## src/rpt_pkg.sv

```systemverilog
// ----------------------------------------------------------------------------
// rpt_pkg
// Shared types and constants of the reference picture table.
// ----------------------------------------------------------------------------
package rpt_pkg;

  localparam int unsigned REF_SLOTS = 8;
  localparam int unsigned SLOT_W    = $clog2(REF_SLOTS);
  localparam int unsigned LIVE_W    = $clog2(REF_SLOTS + 1);
  localparam int unsigned PIC_W     = 32;
  localparam int unsigned CFG_W     = 4;
  localparam int unsigned CMP_W     = (LIVE_W > CFG_W) ? LIVE_W : CFG_W;
  localparam int unsigned REQ_W     = 3;
  localparam int unsigned STATUS_W  = 2;

  localparam logic [CFG_W-1:0] FULL_LIVE_RESET = CFG_W'(3);

  typedef enum logic [REQ_W-1:0] {
    REQ_PICK_REFS     = 3'd0,
    REQ_PICK_RETIRE   = 3'd1,
    REQ_EXPIRE_ONE    = 3'd2,
    REQ_EXPIRE_BEFORE = 3'd3,
    REQ_INSERT        = 3'd4
  } rpt_req_e;

  typedef enum logic [STATUS_W-1:0] {
    ST_OK      = 2'd0,
    ST_NO_BACK = 2'd1,
    ST_FULL    = 2'd2
  } rpt_status_e;

  // controller to datapath
  typedef struct packed {
    logic load;
    logic step;
    logic finish;
  } rpt_cmd_t;

  // datapath to controller
  typedef struct packed {
    logic scan_last;
  } rpt_sts_t;

  typedef struct packed {
    logic [PIC_W-1:0] back_ref;
    logic             back_found;
    logic [PIC_W-1:0] fwd_ref;
    logic             fwd_found;
    logic [PIC_W-1:0] retire_pick;
    logic             retire_found;
    rpt_status_e      status;
  } rpt_result_t;

endpackage

```

## src/rpt_if.sv

```systemverilog
// ----------------------------------------------------------------------------
// rpt_if
// Request, result and configuration channels of the reference picture table.
// ----------------------------------------------------------------------------
interface rpt_req_if;
  logic                         valid;
  logic                         ready;
  logic [rpt_pkg::REQ_W-1:0]    req_type;
  logic [rpt_pkg::PIC_W-1:0]    picture_number;
  logic [rpt_pkg::PIC_W-1:0]    retire_number;
  logic                         retire_given;

  modport source (output valid, req_type, picture_number, retire_number, retire_given,
                  input ready);
  modport sink (input valid, req_type, picture_number, retire_number, retire_given,
                output ready);
endinterface

interface rpt_res_if;
  logic                         valid;
  logic                         ready;
  logic [rpt_pkg::PIC_W-1:0]    back_ref;
  logic                         back_found;
  logic [rpt_pkg::PIC_W-1:0]    fwd_ref;
  logic                         fwd_found;
  logic [rpt_pkg::PIC_W-1:0]    retire_pick;
  logic                         retire_found;
  logic [rpt_pkg::STATUS_W-1:0] status;

  modport source (output valid, back_ref, back_found, fwd_ref, fwd_found, retire_pick,
                  retire_found, status, input ready);
  modport sink (input valid, back_ref, back_found, fwd_ref, fwd_found, retire_pick,
                retire_found, status, output ready);
endinterface

interface rpt_cfg_if;
  logic                      valid;
  logic                      ready;
  logic [rpt_pkg::CFG_W-1:0] data;

  modport source (output valid, data, input ready);
  modport sink (input valid, data, output ready);
endinterface

```

## src/rpt_ctrl.sv

```systemverilog
// ----------------------------------------------------------------------------
// rpt_ctrl
// Sequencer: takes a request, steps the slot scan, finishes, hands over result.
// ----------------------------------------------------------------------------
module rpt_ctrl (
  input  logic              clk_i,
  input  logic              rst_ni,
  input  logic              req_valid_i,
  output logic              req_ready_o,
  output logic              res_valid_o,
  input  logic              res_ready_i,
  output rpt_pkg::rpt_cmd_t cmd_o,
  input  rpt_pkg::rpt_sts_t sts_i
);

  typedef enum logic [3:0] {
    S_IDLE   = 4'b0001,
    S_SCAN   = 4'b0010,
    S_FINISH = 4'b0100,
    S_OUT    = 4'b1000
  } state_e;

  state_e state_q, state_d;

  always_comb begin
    state_d      = state_q;
    cmd_o.load   = 1'b0;
    cmd_o.step   = 1'b0;
    cmd_o.finish = 1'b0;
    req_ready_o  = 1'b0;
    res_valid_o  = 1'b0;
    case (state_q)
      S_IDLE: begin
        req_ready_o = 1'b1;
        if (req_valid_i) begin
          cmd_o.load = 1'b1;
          state_d    = S_SCAN;
        end
      end
      S_SCAN: begin
        cmd_o.step = 1'b1;
        if (sts_i.scan_last) begin
          state_d = S_FINISH;
        end
      end
      S_FINISH: begin
        cmd_o.finish = 1'b1;
        state_d      = S_OUT;
      end
      S_OUT: begin
        res_valid_o = 1'b1;
        if (res_ready_i) begin
          state_d = S_IDLE;
        end
      end
      default: begin
        state_d = S_IDLE;
      end
    endcase
  end

  always_ff @(posedge clk_i or negedge rst_ni) begin
    if (!rst_ni) begin
      state_q <= S_IDLE;
    end else begin
      state_q <= state_d;
    end
  end

endmodule

```

## src/rpt_datapath.sv

```systemverilog
// ----------------------------------------------------------------------------
// rpt_datapath
// Slot table, one-slot-per-cycle scan unit and result register.
// ----------------------------------------------------------------------------
module rpt_datapath (
  input  logic                          clk_i,
  input  logic                          rst_ni,
  input  rpt_pkg::rpt_cmd_t             cmd_i,
  output rpt_pkg::rpt_sts_t             sts_o,
  input  logic [rpt_pkg::REQ_W-1:0]     req_type_i,
  input  logic [rpt_pkg::PIC_W-1:0]     picture_number_i,
  input  logic [rpt_pkg::PIC_W-1:0]     retire_number_i,
  input  logic                          retire_given_i,
  input  logic                          cfg_valid_i,
  input  logic [rpt_pkg::CFG_W-1:0]     cfg_data_i,
  output rpt_pkg::rpt_result_t          result_o
);

  // slot table
  logic [rpt_pkg::REF_SLOTS-1:0] used_q;
  logic [rpt_pkg::REF_SLOTS-1:0] exp_q;
  logic [rpt_pkg::PIC_W-1:0]     pic_mem_q [rpt_pkg::REF_SLOTS];

  logic [rpt_pkg::CFG_W-1:0] full_live_q;

  // captured request
  rpt_pkg::rpt_req_e          req_q;
  logic [rpt_pkg::PIC_W-1:0]  cur_q;
  logic [rpt_pkg::PIC_W-1:0]  ret_q;
  logic                       given_q;
  logic [rpt_pkg::SLOT_W-1:0] idx_q;

  // scan accumulators
  logic [rpt_pkg::PIC_W-1:0]  back_q, fwd_q, emin_q, amin_q;
  logic                       back_f_q, fwd_f_q, emin_f_q, amin_f_q;
  logic [rpt_pkg::LIVE_W-1:0] live_q;
  logic                       hit_q;
  logic [rpt_pkg::SLOT_W-1:0] hit_idx_q;

  rpt_pkg::rpt_result_t result_q;
  rpt_pkg::rpt_result_t result_d;

  logic [rpt_pkg::PIC_W-1:0] slot_pic;
  logic                      slot_used;
  logic                      slot_exp;
  logic                      lt_cur;
  logic                      gt_cur;
  logic                      do_insert;

  assign slot_pic  = pic_mem_q[idx_q];
  assign slot_used = used_q[idx_q];
  assign slot_exp  = exp_q[idx_q];
  assign lt_cur    = slot_pic < cur_q;
  assign gt_cur    = slot_pic > cur_q;
  assign do_insert = cmd_i.finish && (req_q == rpt_pkg::REQ_INSERT) && hit_q;

  assign sts_o.scan_last = (idx_q == rpt_pkg::SLOT_W'(rpt_pkg::REF_SLOTS - 1));
  assign result_o        = result_q;

  always_ff @(posedge clk_i or negedge rst_ni) begin
    if (!rst_ni) begin
      full_live_q <= rpt_pkg::FULL_LIVE_RESET;
    end else if (cfg_valid_i) begin
      full_live_q <= cfg_data_i;
    end
  end

  // used and expired marks
  always_ff @(posedge clk_i or negedge rst_ni) begin
    if (!rst_ni) begin
      used_q <= '0;
      exp_q  <= '0;
    end else begin
      if (cmd_i.step && slot_used) begin
        if ((req_q == rpt_pkg::REQ_EXPIRE_ONE && slot_pic == cur_q) ||
            (req_q == rpt_pkg::REQ_EXPIRE_BEFORE && lt_cur)) begin
          exp_q[idx_q] <= 1'b1;
        end
      end
      if (do_insert) begin
        used_q[hit_idx_q] <= 1'b1;
        exp_q[hit_idx_q]  <= 1'b0;
      end
    end
  end

  always_ff @(posedge clk_i) begin
    if (do_insert) begin
      pic_mem_q[hit_idx_q] <= cur_q;
    end
  end

  always_ff @(posedge clk_i) begin
    if (cmd_i.load) begin
      req_q    <= rpt_pkg::rpt_req_e'(req_type_i);
      cur_q    <= picture_number_i;
      ret_q    <= retire_number_i;
      given_q  <= retire_given_i;
      idx_q    <= '0;
      back_q   <= '0;
      back_f_q <= 1'b0;
      fwd_q    <= '0;
      fwd_f_q  <= 1'b0;
      emin_q   <= '0;
      emin_f_q <= 1'b0;
      amin_q   <= '0;
      amin_f_q <= 1'b0;
      live_q   <= '0;
      hit_q    <= 1'b0;
      hit_idx_q <= '0;
    end else if (cmd_i.step) begin
      idx_q <= idx_q + rpt_pkg::SLOT_W'(1);
      case (req_q)
        rpt_pkg::REQ_PICK_REFS: begin
          if (slot_used && lt_cur && (!back_f_q || slot_pic > back_q)) begin
            back_q   <= slot_pic;
            back_f_q <= 1'b1;
          end
          if (slot_used && !slot_exp && gt_cur && (!fwd_f_q || slot_pic < fwd_q)) begin
            fwd_q   <= slot_pic;
            fwd_f_q <= 1'b1;
          end
        end
        rpt_pkg::REQ_PICK_RETIRE: begin
          if (slot_used) begin
            live_q <= live_q + rpt_pkg::LIVE_W'(1);
            if (slot_exp && (!emin_f_q || slot_pic < emin_q)) begin
              emin_q   <= slot_pic;
              emin_f_q <= 1'b1;
            end
            // oldest overall, for the forced retirement
            if (!amin_f_q || slot_pic < amin_q) begin
              amin_q   <= slot_pic;
              amin_f_q <= 1'b1;
            end
          end
        end
        rpt_pkg::REQ_INSERT: begin
          // first empty slot or first slot holding the retired number
          if (!hit_q && (!slot_used || (given_q && slot_pic == ret_q))) begin
            hit_q     <= 1'b1;
            hit_idx_q <= idx_q;
          end
        end
        default: begin
        end
      endcase
    end
  end

  always_comb begin
    result_d = '0;
    case (req_q)
      rpt_pkg::REQ_PICK_REFS: begin
        result_d.back_ref   = back_q;
        result_d.back_found = back_f_q;
        result_d.fwd_ref    = fwd_q;
        result_d.fwd_found  = fwd_f_q;
        result_d.status     = back_f_q ? rpt_pkg::ST_OK : rpt_pkg::ST_NO_BACK;
      end
      rpt_pkg::REQ_PICK_RETIRE: begin
        if (emin_f_q) begin
          result_d.retire_pick  = emin_q;
          result_d.retire_found = 1'b1;
        end else if (amin_f_q &&
                     rpt_pkg::CMP_W'(live_q) == rpt_pkg::CMP_W'(full_live_q)) begin
          result_d.retire_pick  = amin_q;
          result_d.retire_found = 1'b1;
        end
      end
      rpt_pkg::REQ_INSERT: begin
        if (!hit_q) begin
          result_d.status = rpt_pkg::ST_FULL;
        end
      end
      default: begin
      end
    endcase
  end

  always_ff @(posedge clk_i) begin
    if (cmd_i.finish) begin
      result_q <= result_d;
    end
  end

endmodule

```

## src/reference_picture_table.sv

```systemverilog
// ----------------------------------------------------------------------------
// reference_picture_table
// Small table of reference pictures with selection, retirement and insertion.
// ----------------------------------------------------------------------------
// Each request is taken when the block is idle and answered with exactly one
// result. The table is walked one slot per cycle through a single shared set
// of comparators, after which a finish step registers the result; the next
// request is accepted only once that result has gone, so a new request is
// never taken while the last one is in flight. The full_live_count register
// is always ready and takes effect at once, so write it only while no request
// is in flight.
module reference_picture_table (
  input  logic       clk_i,
  input  logic       rst_ni,
  rpt_cfg_if.sink    cfg_i,
  rpt_req_if.sink    req_i,
  rpt_res_if.source  res_o
);

  rpt_pkg::rpt_cmd_t    cmd;
  rpt_pkg::rpt_sts_t    sts;
  rpt_pkg::rpt_result_t result;
  logic                 req_ready;
  logic                 res_valid;

  assign cfg_i.ready = 1'b1;
  assign req_i.ready = req_ready;
  assign res_o.valid = res_valid;

  assign res_o.back_ref     = result.back_ref;
  assign res_o.back_found   = result.back_found;
  assign res_o.fwd_ref      = result.fwd_ref;
  assign res_o.fwd_found    = result.fwd_found;
  assign res_o.retire_pick  = result.retire_pick;
  assign res_o.retire_found = result.retire_found;
  assign res_o.status       = result.status;

  rpt_ctrl u_ctrl (
    .clk_i       (clk_i),
    .rst_ni      (rst_ni),
    .req_valid_i (req_i.valid),
    .req_ready_o (req_ready),
    .res_valid_o (res_valid),
    .res_ready_i (res_o.ready),
    .cmd_o       (cmd),
    .sts_i       (sts)
  );

  rpt_datapath u_datapath (
    .clk_i            (clk_i),
    .rst_ni           (rst_ni),
    .cmd_i            (cmd),
    .sts_o            (sts),
    .req_type_i       (req_i.req_type),
    .picture_number_i (req_i.picture_number),
    .retire_number_i  (req_i.retire_number),
    .retire_given_i   (req_i.retire_given),
    .cfg_valid_i      (cfg_i.valid),
    .cfg_data_i       (cfg_i.data),
    .result_o         (result)
  );

endmodule

```

## src/flat_wrapper.sv

```systemverilog
// flat-port wrapper written by rule: the top's interface ports become plain ports
module reference_picture_table_flat 
  (clk_i, rst_ni, cfg_i_valid, cfg_i_data, cfg_i_ready, req_i_valid, req_i_req_type, req_i_picture_number, req_i_retire_number, req_i_retire_given, req_i_ready, res_o_valid, res_o_back_ref, res_o_back_found, res_o_fwd_ref, res_o_fwd_found, res_o_retire_pick, res_o_retire_found, res_o_status, res_o_ready);
  rpt_cfg_if cfg_i_i ();
  rpt_req_if req_i_i ();
  rpt_res_if res_o_i ();
  input  logic clk_i;
  input  logic rst_ni;
  input wire logic [$bits(cfg_i_i.valid)-1:0] cfg_i_valid;
  input wire logic [$bits(cfg_i_i.data)-1:0] cfg_i_data;
  output wire logic [$bits(cfg_i_i.ready)-1:0] cfg_i_ready;
  input wire logic [$bits(req_i_i.valid)-1:0] req_i_valid;
  input wire logic [$bits(req_i_i.req_type)-1:0] req_i_req_type;
  input wire logic [$bits(req_i_i.picture_number)-1:0] req_i_picture_number;
  input wire logic [$bits(req_i_i.retire_number)-1:0] req_i_retire_number;
  input wire logic [$bits(req_i_i.retire_given)-1:0] req_i_retire_given;
  output wire logic [$bits(req_i_i.ready)-1:0] req_i_ready;
  output wire logic [$bits(res_o_i.valid)-1:0] res_o_valid;
  output wire logic [$bits(res_o_i.back_ref)-1:0] res_o_back_ref;
  output wire logic [$bits(res_o_i.back_found)-1:0] res_o_back_found;
  output wire logic [$bits(res_o_i.fwd_ref)-1:0] res_o_fwd_ref;
  output wire logic [$bits(res_o_i.fwd_found)-1:0] res_o_fwd_found;
  output wire logic [$bits(res_o_i.retire_pick)-1:0] res_o_retire_pick;
  output wire logic [$bits(res_o_i.retire_found)-1:0] res_o_retire_found;
  output wire logic [$bits(res_o_i.status)-1:0] res_o_status;
  input wire logic [$bits(res_o_i.ready)-1:0] res_o_ready;
  assign cfg_i_i.valid = cfg_i_valid;
  assign cfg_i_i.data = cfg_i_data;
  assign cfg_i_ready = cfg_i_i.ready;
  assign req_i_i.valid = req_i_valid;
  assign req_i_i.req_type = req_i_req_type;
  assign req_i_i.picture_number = req_i_picture_number;
  assign req_i_i.retire_number = req_i_retire_number;
  assign req_i_i.retire_given = req_i_retire_given;
  assign req_i_ready = req_i_i.ready;
  assign res_o_valid = res_o_i.valid;
  assign res_o_back_ref = res_o_i.back_ref;
  assign res_o_back_found = res_o_i.back_found;
  assign res_o_fwd_ref = res_o_i.fwd_ref;
  assign res_o_fwd_found = res_o_i.fwd_found;
  assign res_o_retire_pick = res_o_i.retire_pick;
  assign res_o_retire_found = res_o_i.retire_found;
  assign res_o_status = res_o_i.status;
  assign res_o_i.ready = res_o_ready;
  reference_picture_table u_core (.clk_i(clk_i), .rst_ni(rst_ni), .cfg_i(cfg_i_i), .req_i(req_i_i), .res_o(res_o_i));
endmodule
```

## config.mk

```make
export PLATFORM = sky130hd
export DESIGN_NAME = reference_picture_table_flat
export DESIGN_NICKNAME = d
export VERILOG_FILES = /design/src/rpt_pkg.sv /design/src/rpt_if.sv /design/src/rpt_ctrl.sv /design/src/rpt_datapath.sv /design/src/reference_picture_table.sv /design/src/flat_wrapper.sv
export SDC_FILE = /design/constraint.sdc
export NUM_CORES = 1
export LEC_CHECK = 0
export BUFFER_PORTS_ARGS = -buffer_cell sky130_fd_sc_hd__buf_2
export CORE_UTILIZATION = 40
export CTS_CLUSTER_DIAMETER = 100
export CTS_CLUSTER_SIZE = 12
export DETAILED_ROUTE_END_ITERATION = 16
export SETUP_SLACK_MARGIN = 0.4
export SYNTH_ARGS = -nofsm -noshare
export SYNTH_HDL_FRONTEND = slang
export SYNTH_SLANG_ARGS = --single-unit
```

## constraint.sdc

```tcl
create_clock -name clk_i -period 20.9 [get_ports clk_i]
set_input_delay 3.135 -clock clk_i [delete_from_list [all_inputs] [get_ports clk_i]]
set_output_delay 3.135 -clock clk_i [all_outputs]
set_load 0.01 [all_outputs]
```

Word-level counts from Yosys, hierarchy flattened
Memory sizes are Yosys's and may differ from the RTL's. A register that Yosys moved wholly into a read port is not among the register bits.
Cells that the tools add are included.
- shifts and indexed selects: 0
- $mul: 0
- bitwise operators: 4
- div/mod/pow operators: 0
- magnitude comparators: 10
- eq/ne operators: 15
- $add $sub $neg: 2
- reduce and logical (&&, ||, !) cells: 37
- multiplexer cells: 30
- operator list (cell ; count):
    32-bit < comparator ; 4
    33-bit two-way mux ; 2
    32-bit equality test ; 2
    32-bit greater-than comparator ; 2
    8-bit two-way mux ; 3
    1-bit logical AND ; 16
    8-bit bitwise OR ; 2
    4-bit case mux with 4 select lines ; 1
    3-bit AND reduction ; 5
    1-bit two-way mux ; 13
    4-bit two-way mux ; 3
    8-bit bitwise AND ; 1
    3-bit by 4-bit < comparator with 1-bit output (second input constant) ; 2
    8-bit inverter ; 1
    4-bit AND reduction ; 2
    1-bit zero test ; 7
    1-bit binary-select mux with 3-bit select ; 2
    1-bit demux with 3-bit select ; 2
    3-bit by 2-bit equality test with 1-bit output (second input constant) ; 2
    3-bit equality test (second input constant) ; 2
    3-bit by 1-bit >= comparator with 1-bit output (second input constant) ; 2
    1-bit logical OR ; 6
    3-bit two-way mux ; 2
    4-bit by 1-bit adder with 4-bit output (second input constant) ; 1
    12 further kinds ; 13
- bits in writable memories: 256
- bits of input ports: 77
- latch bits: 0
- output and inout bits: 104
- word-level logic and storage cells: 126
- ROM bits: 0
- memories: 1
- bits in registers: 336
- memories (memory ; words ; bits a word ; read ports ; clocked after memory_dff ; wr ports ; line ; text):
    u_core.u_datapath.pic_mem_q ; 8 ; 32 ; 1 ; 1 ; 1 ; rpt_datapath.sv:22 ; logic [rpt_pkg::PIC_W-1:0] pic_mem_q [rpt_pkg::REF_SLOTS];

Longest topological paths before layout
- word-level depth: 9
- mapped depth: 18
- gate-level depth less buffers: 12

Hierarchy
From an unflattened synthesis, not the netlist that was laid out.
- cells, all modules: 2093
- area total of the unflattened synthesis: 26933.3 µm²
- by module, submodules not included (module ; times used ; sequential area each (µm²) ; area an instance (µm²) ; cells an instance):
    rpt_datapath ; 1 ; 16188.0 ; 26686.8 ; 2067
    rpt_ctrl ; 1 ; 101.3 ; 235.2 ; 24
    reference_picture_table ; 1 ; 0.0 ; 11.3 ; 2

Worst setup path after synthesis
No wires, ideal clock.
- path kind: flip-flop to flip-flop
- from: register u_core.u_ctrl.state_q[1]
- to: register u_core.u_datapath.exp_q[0] (netlist name)
- library setup time: 266 ps
- clock period less this slack: 15559 ps
- setup slack: 5341 ps
- path buffers: 0
- required time: 20634 ps
- arrival: 15293 ps
- stages on the path, launching flop included: 6
- cells stage by stage: dfrtp_1 > nor4b_1 > nand4_1 > or2_2 > nor3_1 > o32ai_1
- word-level cells in the longest chain between the ends: 6
- elaborated cells between the ends (all ways): 10
- classes of those cells: eq/ne: 2; mux: 4; bitwise: 1; reduce/logical: 3
- ends and longest elaborated chain (item ; line ; text):
    start, declared ; rpt_ctrl.sv:23 ; state_e state_q, state_d;
    start signal, assigned ; rpt_ctrl.sv:66 ; state_q <= state_d;
    4-bit by 2-bit equality test with 1-bit output ; rpt_ctrl.sv:32 ; case (state_q)
    1-bit two-way mux ; rpt_ctrl.sv:32 ;
    1-bit logical AND ; rpt_datapath.sv:74 ; if (cmd_i.step && slot_used) begin
    8-bit two-way mux ; rpt_datapath.sv:74 ;
    8-bit bitwise AND (no source line) ; -- ;
    8-bit two-way mux * ; rpt_datapath.sv:80 ; if (do_insert) begin
    end signal, assigned ; rpt_datapath.sv:72 ; exp_q <= '0;
    end signal, assigned by index ; rpt_datapath.sv:77 ; exp_q[idx_q] <= 1'b1;
    end signal, assigned by index ; rpt_datapath.sv:82 ; exp_q[hit_idx_q] <= 1'b0;
    end, declared ; rpt_datapath.sv:21 ; logic [rpt_pkg::REF_SLOTS-1:0] exp_q;
Mark *: on every way between the ends. The rest lies on a longest branch, timed or not.
A chain may end at the register's enable or synchronous reset.

==> impl_results.md <==
- Port bufs: 179
- Worst min path class: reg -> reg
- Max-Cap Viols: 0
- Share of layout cells above drive strength 1: 0.165
- Worst hold margin: 0.458 ns
- Hold depth: 2
- DP Cell Count: 2,991
- Final period util: 0.294
- Antenna violations before repair: 0
- Failing checks: design-rule violations
- Total nets after synthesis: 2,237
- Grt total ovfl: 0
- Final min period: 6.14 ns
- Mapped Cells: 2,000
- Synth cell types: 74
- Drt drc: 1
- Simple-Gate Fraction of Synth Area: 0.0884
- Routed WL per cell: 21.2 µm
- Worst-Margin Slew: 1.12 ns
- Crit-path max cell delay: 0.93 ns
- DR vias: 16.2k
- FF-to-FF path depth: 14
- Count leader, synth: edfxtp_1
- Element type at the critical path end: register
- Hold path startpoint: u_core.u_datapath.fwd_q[3]
- Post-route ant nets: 0
- Area contributors post-synth: edfxtp_1 (48%), dfxtp_1 (11%), ha_1 (7.5%)
- CTS tree: done
- Ys flop type: edfxtp_1
- Number of global-route vias before repair: 16.5k
- DRT Pass-1 Iters: 11
- VDD IR-drop max: 0.0699 mV
- Setup slack of the most critical reg-to-reg path: 14.76 ns
- Largest family of logic cells by synthesized area: multiplexers
- Initial core utilization: 0.404
- Worst Path Arrival: 6.68 ns
- Slew HR: 0.249
- Synth warnings: 0
- Slowest cell on crit path: a211oi_1
- Xor/xnor cell area share of the yosys netlist: 0.00890
- Crit-path max FO: 52
- TritonCTS buffer count: 55
- Ports: 181
- F_max: 163 MHz
- Synth area leader: edfxtp_1
- Htree depth: 2
- Synthesized area: 26,600 µm²
- Routed WL: 65,500 µm
- Adder-cell area share of the yosys netlist: 0.0754
- Sequential area share after synthesis: 0.613
- Overall Global Routing Usage: 0.195
- Max Clock Skew: 0.0226 ns
- Hold buffer count at CTS: 0
- Die width: 260 µm
- Post-synthesis mux area share: 0.124
- PostCTS Resize Cnt: 0
- Largest net degree at the start of global routing: 109
- Final Wtd Congestion: 0.872
- Hold EP: u_core.u_datapath.fwd_q[3]
- Slew Viols, Final: 0
- Post-synth EDFFs: 425
- Crit path kind: reg -> reg
- Final Hold Viols: 0
- Fin nets: 2,421
- Finish-stage setup viols: 0
- Average cell area after synthesis: 13.3 µm²
- Diodes inserted: 0
- Post-detail-place hpwl: 45,600 µm
- Root buffer cell: clkbuf_16
- RSZ-0062 raised after global routing: false
- Row cnt: 94
- Area of the core: 65,700 µm²
- Vias/cell: 5.24
- Met1 global-route usage: 0.265
- Setup TNS Final: 0 ns
- Reg clk slew, reported paths: 0.07 ns
- Complex-gate fraction of the synthesized area: 0.0510
- M3 GR Usage: 0.0276
- Met2 usage: 0.319
- Area Growth Syn to Fin: 13.0%
- Pwr Density: 107 nW/µm²
- Fill cell count: 5,900
- Final cell count without fillers: 3,095
- Clk sinks: 595
- Required @ worst endpoint: 21.45 ns
- Post-synth ARST share: 0.0403
- CP cell instances: buf_4, mux2i_1, a22o_1, nor2_1, ha_1, a21o_1, a21o_1, a221o_1, a221oi_1, a21oi_1, a211oi_1, or4_2, buf_4, mux2i_1
- #FFs+latches synth: 595
- Die ar.: 67,400 µm²
- Reg2reg end: u_core.u_datapath.fwd_q[30]
- DIE HEIGHT: 260 µm
- Global-route wire length before repair: 98,600 µm
- LEAKAGE: 10.9 nW
- Clock Path Buffers: 3
- Top cells by count, synth: edfxtp_1 (425), nand2_1 (201), mux2i_1 (197)
- Clock latency on the worst-skew pair: 0.63 ns
- # Post-CTS Setup Buffers: 0
- Startpoint class of the critical path: register
- Area share of the largest cell type after synthesis: 0.481
- GRT busiest layer: met2
- Outcome: finished with violations
- 1st-iter DRT viols: 1,063
[layer usage]
metal	vias up	wire [µm]
met1	8081	29400
met2	396	30900
met3	106	3160
met4	0	2040
met5	-	0
li1	7648	-
[logic make-up after synthesis]
logic type / Yosys count
flops: 595
simple gates: 508
mux: 266
buf+inv: 244
compound gates: 199
fa+ha+maj: 160
xor+xnor: 27
other cells: 1
[worst max-delay path, delay by kind of cell, from the launching register on]
family	cells	cell delay (ns)
AOI/OAI and AO/OA	7	2.32
buffers and inverters	2	1.19
and+or+nand+nor	2	1.03
DFF	1	0.66
muxes	2	0.40
adders and majority gates	1	0.37
[per-stage QoR]
stage,total power [mW],worst slack (ns),cell area (µm²),utilization
floorplan,2.02,5.34,26600,-
global placement,2.29,14.89,28400,0.432
detailed placement,2.31,14.74,28400,0.432
CTS,3.25,14.72,30000,0.456
global route,3.41,14.37,30000,0.456
finish,3.22,14.76,30000,0.456
[placed cells by master, fill, tap and decap left out, types with 4 or more instances in the layout]
master       n
buf_4       22
ha_1       160
a211oi_1     5
edfxtp_1   425
o41ai_1      6
clkbuf_16   55
mux2i_1    197
a31oi_1      5
xor2_1      23
buf_2      179
nand2b_1    12
nand3_1     17
nor4_1       7
and4_1       8
a22o_1      14
inv_1      166
o21a_1      12
nor4b_1      5
nor2b_1     22
mux4_2      47
a221oi_1     4
or2_2        8
nand4_1     30
nand2_1    200
nor2_1     142
dfrtp_1     21
a21o_1      35
nor3_1      21
o21ai_0     36
mux2_2      20
dfxtp_1    143
clkbuf_1    45
xnor2_1      4
o211ai_1     6
a21oi_1     44
nor3b_1      4
and2_1       8
[state kept, by name (all words and copies together), names as in the netlist, 4 cells and up, named ones only]
| register | count |
|---|---|
| u_core.u_ctrl.state_q | 4 |
| u_core.u_datapath.amin_q | 32 |
| u_core.u_datapath.back_q | 32 |
| u_core.u_datapath.cur_q | 32 |
| u_core.u_datapath.emin_q | 32 |
| u_core.u_datapath.exp_q | 8 |
| u_core.u_datapath.full_live_q | 4 |
| u_core.u_datapath.fwd_q | 32 |
| u_core.u_datapath.live_q | 4 |
| u_core.u_datapath.pic_mem_q | 256 |
| u_core.u_datapath.result_o | 101 |
| u_core.u_datapath.ret_q | 32 |
| u_core.u_datapath.used_q | 8 |
[how the worst max path moves through the flow]
stage                                  start                          end  depth (start not counted)
floorplan           u_core.u_ctrl.state_q[1]   u_core.u_datapath.exp_q[0]                          5
global placement                    register  u_core.u_datapath.fwd_q[26]                         14
detailed placement                  register  u_core.u_datapath.fwd_q[15]                         14
CTS                                 register  u_core.u_datapath.fwd_q[30]                         14
global route                        register  u_core.u_datapath.fwd_q[30]                         14
finish                              register  u_core.u_datapath.fwd_q[30]                         14
[where the power goes]
part           switching [mW]  total [mW]  internal (mW)  leakage [nW]
Sequential             0.0720        1.40           1.33          5.15
Combinational           0.553       0.892          0.339          5.03
Clock                   0.437       0.935          0.499         0.755
[final cells by class]
cell class | count | area, µm² | area share
Timing Repair Buffer | 201 | 1060 | 0.0354
Multi-Input combinational cell | 1161 | 9330 | 0.311
Clock buffer | 100 | 1550 | 0.0515
Sequential cell | 595 | 16300 | 0.543
Tap cell | 864 | 1080 | 0.0360
Clock inverter | 4 | 60.1 | 0.00200
Inverter | 170 | 639 | 0.0213
(Power assumes the default switching activity.)
